[src/tof_window_max_hit_count_top_assert.svh]
// assertion macros for the tof window block
// both sample on clk and are disabled while rst_n is low
`ifndef TOF_WINDOW_MAX_HIT_COUNT_TOP_ASSERT_SVH
`define TOF_WINDOW_MAX_HIT_COUNT_TOP_ASSERT_SVH
`ifndef NO_ASSERTIONS
`define TOF_ASSERT_IMP(label, cond, prop, msg) \
    label: assert property (@(posedge clk) disable iff (!rst_n) (cond) |-> (prop)) \
        else $error(msg);
`define TOF_ASSERT_NXT(label, cond, prop, msg) \
    label: assert property (@(posedge clk) disable iff (!rst_n) (cond) |=> (prop)) \
        else $error(msg);
`else
`define TOF_ASSERT_IMP(label, cond, prop, msg)
`define TOF_ASSERT_NXT(label, cond, prop, msg)
`endif
`endif

[src/tofwmh_pkg.sv]
`default_nettype none
package tofwmh_pkg;

    localparam int MAX_HITS    = 2048;
    localparam int CNT_W       = 12;
    localparam int HIT_AW      = 11;
    localparam int NUM_SENSORS = 16384;
    localparam int POS_AW      = 14;
    localparam int IDX_W       = 15;
    localparam int CRD_W       = 20;
    localparam int TIME_W      = 24;
    localparam int CT_W        = 26;
    localparam int WIN_W       = 16;
    localparam int DIF_W       = 21;
    localparam int SUM_W       = 42;
    localparam int ROOT_W      = 21;
    localparam int REM_W       = 25;
    localparam int NUM_W       = 25;
    localparam int PROD_W      = 50;
    localparam int QUO_W       = 17;
    localparam int DIV_SHIFT   = 33;
    localparam int SQRT_STEPS  = 21;

    localparam logic [WIN_W-1:0] WIN_RESET   = 16'd800;
    // floor(2^33 / 259), error stays below one for 25 bit numerators
    localparam logic [NUM_W-1:0] RECIP_M     = 25'd33165770;
    localparam logic [NUM_W-1:0] SPEED_NUM_C = 25'd259;
    localparam logic [NUM_W-1:0] SPEED_DEN_C = 25'd12;
    localparam logic [NUM_W-1:0] ROUND_ADD   = 25'd129;

    typedef enum logic [1:0] {
        OP_LOAD   = 2'd0,
        OP_VERTEX = 2'd1,
        OP_HIT    = 2'd2,
        OP_NONE   = 2'd3
    } op_t;

    typedef struct packed {
        logic capture;
        logic dispatch;
        logic hit;
        logic diff;
        logic mul;
        logic sqrt;
        logic divm;
        logic divf;
        logic ins_rd;
        logic ins_cmp;
        logic win_init;
        logic wi_rd;
        logic wi_cap;
        logic wj_rd;
        logic wj_cmp;
        logic wupd;
        logic emit;
    } cmd_t;

    typedef struct packed {
        logic op_hit;
        logic hit_ok;
        logic last;
        logic mul_last;
        logic sqrt_last;
        logic ins_zero;
        logic ins_shift;
        logic cnt_zero;
        logic j_lt_n;
        logic j_in;
        logic i_last;
    } stat_t;

endpackage
`default_nettype wire

[src/tofwmh_ctrl.sv]
`default_nettype none
module tofwmh_ctrl
    import tofwmh_pkg::*;
(
    input  wire logic  clk,
    input  wire logic  rst_n,
    input  wire logic  start,
    input  wire stat_t stat,
    output logic       busy,
    output cmd_t       cmd
);

    typedef enum logic [16:0] {
        S_IDLE     = 17'b00000000000000001,
        S_DISP     = 17'b00000000000000010,
        S_HIT      = 17'b00000000000000100,
        S_DIFF     = 17'b00000000000001000,
        S_MUL      = 17'b00000000000010000,
        S_SQRT     = 17'b00000000000100000,
        S_DIVM     = 17'b00000000001000000,
        S_DIVF     = 17'b00000000010000000,
        S_INS_RD   = 17'b00000000100000000,
        S_INS_CMP  = 17'b00000001000000000,
        S_WIN_INIT = 17'b00000010000000000,
        S_WI_RD    = 17'b00000100000000000,
        S_WI_CAP   = 17'b00001000000000000,
        S_WJ_RD    = 17'b00010000000000000,
        S_WJ_CMP   = 17'b00100000000000000,
        S_WUPD     = 17'b01000000000000000,
        S_EMIT     = 17'b10000000000000000
    } state_t;

    state_t state_reg;
    state_t state_next;

    always_ff @(posedge clk or negedge rst_n)
    begin
        if (!rst_n)
        begin
            state_reg <= S_IDLE;
        end
        else
        begin
            state_reg <= state_next;
        end
    end

    always_comb
    begin
        state_next = state_reg;
        case (state_reg)
            S_IDLE:     if (start) state_next = S_DISP;
            S_DISP:     state_next = stat.op_hit ? S_HIT : S_IDLE;
            S_HIT:
            begin
                if (stat.hit_ok)
                    state_next = S_DIFF;
                else
                    state_next = stat.last ? S_WIN_INIT : S_IDLE;
            end
            S_DIFF:     state_next = S_MUL;
            S_MUL:      if (stat.mul_last) state_next = S_SQRT;
            S_SQRT:     if (stat.sqrt_last) state_next = S_DIVM;
            S_DIVM:     state_next = S_DIVF;
            S_DIVF:     state_next = S_INS_RD;
            S_INS_RD:
            begin
                if (stat.ins_zero)
                    state_next = stat.last ? S_WIN_INIT : S_IDLE;
                else
                    state_next = S_INS_CMP;
            end
            S_INS_CMP:
            begin
                if (stat.ins_shift)
                    state_next = S_INS_RD;
                else
                    state_next = stat.last ? S_WIN_INIT : S_IDLE;
            end
            S_WIN_INIT: state_next = stat.cnt_zero ? S_EMIT : S_WI_RD;
            S_WI_RD:    state_next = S_WI_CAP;
            S_WI_CAP:   state_next = S_WJ_RD;
            S_WJ_RD:    state_next = stat.j_lt_n ? S_WJ_CMP : S_WUPD;
            S_WJ_CMP:   state_next = stat.j_in ? S_WJ_RD : S_WUPD;
            S_WUPD:     state_next = stat.i_last ? S_EMIT : S_WI_RD;
            S_EMIT:     state_next = S_IDLE;
            default:    state_next = S_IDLE;
        endcase
    end

    assign busy         = (state_reg != S_IDLE);
    assign cmd.capture  = start && (state_reg == S_IDLE);
    assign cmd.dispatch = (state_reg == S_DISP);
    assign cmd.hit      = (state_reg == S_HIT);
    assign cmd.diff     = (state_reg == S_DIFF);
    assign cmd.mul      = (state_reg == S_MUL);
    assign cmd.sqrt     = (state_reg == S_SQRT);
    assign cmd.divm     = (state_reg == S_DIVM);
    assign cmd.divf     = (state_reg == S_DIVF);
    assign cmd.ins_rd   = (state_reg == S_INS_RD);
    assign cmd.ins_cmp  = (state_reg == S_INS_CMP);
    assign cmd.win_init = (state_reg == S_WIN_INIT);
    assign cmd.wi_rd    = (state_reg == S_WI_RD);
    assign cmd.wi_cap   = (state_reg == S_WI_CAP);
    assign cmd.wj_rd    = (state_reg == S_WJ_RD);
    assign cmd.wj_cmp   = (state_reg == S_WJ_CMP);
    assign cmd.wupd     = (state_reg == S_WUPD);
    assign cmd.emit     = (state_reg == S_EMIT);

endmodule
`default_nettype wire

[config.mk]
export PLATFORM = sky130hd
export DESIGN_NAME = tofwmh_ctrl
export DESIGN_NICKNAME = d
export VERILOG_FILES = /design/src/tof_window_max_hit_count_top_assert.svh /design/src/tofwmh_pkg.sv /design/src/tofwmh_ctrl.sv
export SDC_FILE = /design/constraint.sdc
export NUM_CORES = 1
export LEC_CHECK = 0
export BUFFER_PORTS_ARGS = -buffer_cell sky130_fd_sc_hd__buf_2
export CAP_MARGIN = 20
export CORE_MARGIN = 3
export CORE_UTILIZATION = 50
export CTS_CLUSTER_DIAMETER = 50
export DETAILED_ROUTE_END_ITERATION = 10
export GPL_TIMING_DRIVEN = 0
export PLACE_DENSITY = 0.79
export SETUP_SLACK_MARGIN = 0.4
export SYNTH_ARGS = -nofsm -noshare
export SYNTH_HDL_FRONTEND = slang
export SYNTH_SLANG_ARGS = --single-unit
[constraint.sdc]
create_clock -name clk -period 3 [get_ports clk]
set_input_delay 0.15 -clock clk [delete_from_list [all_inputs] [get_ports clk]]
set_output_delay 0.15 -clock clk [all_outputs]
set_load 0.02 [all_outputs]
## Yosys cells after proc, flatten, opt, wreduce, memory -nomap -nowiden

Index checks and enable logic that the tools add are counted.

| cells by class | value |
|---|---|
| equal/unequal tests | 21 |
| multiplexer cells | 13 |
| reductions and logical operators | 2 |

Operators by type and width:

| operator | count |
|---|---|
| 17-bit one-hot mux with 16 select lines | 1 |
| 17-bit two-way mux | 5 |
| 11-bit two-way mux | 4 |
| 16-bit two-way mux | 2 |
| 17-bit by 1-bit == test with 1-bit output, second input constant | 1 |
| 17-bit by 10-bit == test with 1-bit output, second input constant | 1 |
| 17-bit by 11-bit == test with 1-bit output, second input constant | 1 |
| 17-bit by 12-bit == test with 1-bit output, second input constant | 1 |
| 17-bit by 13-bit == test with 1-bit output, second input constant | 1 |
| 17-bit by 14-bit == test with 1-bit output, second input constant | 1 |
| 17-bit by 15-bit == test with 1-bit output, second input constant | 1 |
| 17-bit by 16-bit == test with 1-bit output, second input constant | 1 |
| 17-bit == test, second input constant | 1 |
| 17-bit by 2-bit == test with 1-bit output, second input constant | 1 |
| 17-bit by 3-bit == test with 1-bit output, second input constant | 1 |
| 17-bit by 4-bit == test with 1-bit output, second input constant | 1 |
| 17-bit by 5-bit == test with 1-bit output, second input constant | 1 |
| 17-bit by 6-bit == test with 1-bit output, second input constant | 1 |
| 17-bit by 7-bit == test with 1-bit output, second input constant | 1 |
| 17-bit by 8-bit == test with 1-bit output, second input constant | 1 |
| 17-bit by 9-bit == test with 1-bit output, second input constant | 1 |
| 17-bit by 1-bit != test with 1-bit output, second input constant | 1 |
| 2-bit != test, second input constant | 3 |
| 3-bit two-way mux | 1 |
| other kinds (2) | 2 |

| word-level totals | value |
|---|---|
| register bits | 17 |
| input bits | 14 |
| output and inout bits | 18 |

## Depth between registers and ports, before layout

| logic depth | value |
|---|---|
| word-level depth | 3 |
| mapped depth | 7 |

## Worst setup path after synthesis

No wires, ideal clock.

| path | value |
|---|---|
| path kind | register to register |
| start point | reg state_reg[7] |
| end point | reg state_reg[13] |
| setup time | 0.066 ns |
| arrival time | 2.451 ns |
| required time | 2.934 ns |
| slack | 0.483 ns |
| cell stages (with the launch flop) | 8 |
| clock period less this slack | 2.517 ns |
| cell sequence | dfrtp_1 buf_6 or4_1 buf_2 or4_4 or3_4 nor3b_2 a21o_1 |

RTL lines:

| what | RTL line | source |
|---|---|---|
| from (decl) | tofwmh_ctrl.sv:33 | `state_t state_reg;` |
| from (signal assigned) | tofwmh_ctrl.sv:44 | `state_reg <= state_next;` |

==> impl_metrics.py <==
metrics = {
    "critical_path": {
        "critPathSlowestCell": "or4_4",
        "endpoint_kind": "output pin",
        "reg2reg_depth": 10,
        "cp-start-kind": "flip-flop",
        "regToRegSetupSlack_ps": 430,
        "timing_worst_setup_path_type": "flip-flop to output pin",
        "cpMostUsedCell": "buf_6",
        "critPathRequiredTime_ps": 2850,
        "startpoint": "state_reg[7]",
        "critical_path.cell_chain": "buf_6 -> or4_4 -> buf_6 -> or4_4 -> or3_4 -> nor3b_4 -> buf_6",
        "critPathCapture": "cmd[3]",
        "arrival_ps": 2640,
        "slowest_delay_ps": 480,
        "r2r-start": "state_reg[7]",
        "r2r_end": "state_reg[13]",
        "critPathMaxFanout": 2,
    },
    "layout": {
        "diodes": 0,
        "finalNetCount": 187,
        "synthToLayoutAreaGrowth_pct": 39.8,
        "largest_reg_flops": 17,
        "layout-drive-gt1-share_pct": 40.1,
        "utilization_pct": 75.8,
        "stdcell_count": 199,
        "design_area_um2": 1520,
    },
    "power_and_ir_drop": {
        "p_per_area_nw_per_um2": 472,
        "vdd_ir_drop_max_uv": 379,
        "finalPower_mw": 0.715,
        "p_leak_nw": 0.731,
    },
    "outcome": {
        "outcome": "finished, final reports clean",
    },
    "placed_design": {
        "place_ws_ps": 434,
        "place_inst": 182,
        "port_buffers": 31,
        "place_area_um2": 1270,
        "gp_congestion": 0.771,
        "dpl.hpwl_um": 1770,
    },
    "synth": {
        "synth-main-ff-cell": "dfrtp_1",
        "syn_area_um2": 1080,
        "synth-seq-area-share_pct": 39.3,
        "yosys_warnings": 0,
        "syn_nets": 138,
        "synth.distinct_cells": 37,
        "synth_area_leaders": "dfrtp_1 (37%), nor3b_1 (5.5%), nor2_1 (5.2%)",
        "yosys.area.top_type": "dfrtp_1",
        "synth_edf_count": 0,
        "ys_ff_latch": 17,
        "avgSynthCellArea_um2": 8.75,
        "synthArstFlopShare_pct": 100,
        "synthCells": 124,
        "synth.top_cell.area_share_pct": 36.9,
    },
    "sta": {
        "hold_viol": 0,
        "setup_viol_count_final": 0,
        "tightestPinTransition_ps": 570,
        "fin_setup_tns_ps": 0,
        "slew_headroom_pct": 61.6,
        "slew_violations": 0,
        "rsz0062_at_grt": "yes",
        "finClkSkew_ps": 1.24,
        "period_needed_ps": 2790,
        "setup_slack_ps": 215,
        "holdWs_ps": 1.73,
        "fin_crit_sh_pct": 92.8,
        "max_freq_ghz": 0.359,
    },
    "die": {
        "rows": 16,
        "die-width_um": 52.6,
        "placeableCoreArea_um2": 2000,
        "die_area_um2": 2760,
        "start_util_pct": 54.2,
        "io_pins": 32,
        "die_y_um": 52.6,
    },
    "min_path": {
        "min_from": "stat[5]",
        "hp-class": "input pin to flip-flop",
    },
    "drt": {
        "vias": 1104,
        "drtPass1Iterations": 4,
        "route.detailed.drc": 0,
        "drt_iter0_drc": 26,
        "wl_per_cell_um": 13.4,
        "viasPerCell": 5.55,
        "postRouteAntennaNets": 0,
        "routed_wl_um": 2660,
    },
    "global_routing": {
        "grt_max_degree": 18,
        "antenna_found_initial": 0,
        "grt.total_usage_pct": 20.1,
        "grt_pass1_vias": 970,
        "grt_overflow": 0,
        "grt_pass1_wl_um": 4150,
    },
    "clock_network": {
        "h-tree-depth": 1,
        "clockBufferDepth": 2,
        "cts_tree": "done",
        "clockRootBuffer": "clkbuf_4",
        "clk-insertion-delay-late_ps": 310,
        "clkTransAtPathRegs_ps": 100,
        "clock-sinks": 17,
        "cts_buffers": 3,
    },
    "flow_run": {
        "cap_violations": 0,
    },
}
==> cells in the mapped netlist (2+ instances only) <==
master,count
a21oi_1,2
a22o_1,3
and2_1,2
dfrtp_1,16
inv_1,11
nand2_1,10
nand2b_1,2
nand3_1,4
nor2_1,15
nor2b_1,3
nor3_1,6
nor3b_1,8
nor4_1,6
nor4b_1,2
o211ai_1,2
o21ai_0,4
or4_1,5
xnor2_1,2
xor2_1,3
==> cell families (layout without fill, tap and decap cells) <==
kind of cell / after synthesis / in the layout / synth area share (%)
compound gates: 20 / 20 / 13.7
xor+xnor: 5 / 5 / 4.04
buf+inv: 14 / 62 / 5.65
flops: 17 / 17 / 39.3
simple gates: 68 / 68 / 37.3
==> worst min path at each step <==
stage                               end  slack [ps]  cells past startpoint
after global placement     state_reg[9]          90                      1
after global routing       state_reg[9]         -10                      2
after CTS                  state_reg[9]          20                      2
after detailed placement   state_reg[8]          90                      1
after floorplan           state_reg[10]        -150                      0
final                      state_reg[9]           2                      2
==> routing by layer <==
metal / up-vias / share of wire [%] / global-route usage (%)
li1: 549 / - / -
met1: 519 / 42 / 25.3
met2: 31 / 52 / 34.5
met3: 5 / 4.8 / 3.42
met4: 0 / 1.9 / 6.38
met5: - / 0 / 0
==> cell type report <==
type | count | area [um^2]
Clock buffer | 4 | 26.3
Tap cell | 27 | 33.8
Fill cell | 142 | 485
Multi-Input combinational cell | 93 | 679
Inverter | 11 | 41.3
Timing Repair Buffer | 44 | 279
Buffer | 3 | 26.3
Sequential cell | 17 | 430
==> repair_timing <==
item	4_1_cts	5_1_grt
setup buffers	7	5
hold buffers	1	0
setup endpoints to repair	5	17
endpoints found under the hold margin	16	0
resized for setup	11	18
pin swaps	4	6
==> worst max-delay path: cells and delay by family, from the launching register on <==
family / cells / cell delay (ps)
buf+inv: 3 / 400
flops: 1 / 390
simple gates: 4 / 1550
==> report_power, final <==
| part | total (mW) | internal, mW | switching, mW |
|---|---|---|---|
| registers | 0.264 | 0.248 | 0.0163 |
| logic | 0.322 | 0.126 | 0.196 |
| clock network | 0.129 | 0.0521 | 0.0771 |
==> layout by cell type, fill, tap and decap left out, types with 3 or more instances in the layout <==
cell type,instances
buf_2,26
nor2_1,14
buf_4,14
dfrtp_1,13
inv_1,11
nand2_1,10
buf_6,5
nor3_1,5
nor4_1,5
or4_4,4
nor3b_4,4
nor3b_1,4
o21ai_0,4
nor2b_1,3
a22o_1,3
xor2_1,3
clkbuf_4,3
dfrtp_2,3
No activity file was read; power rests on OpenSTA's default activity.
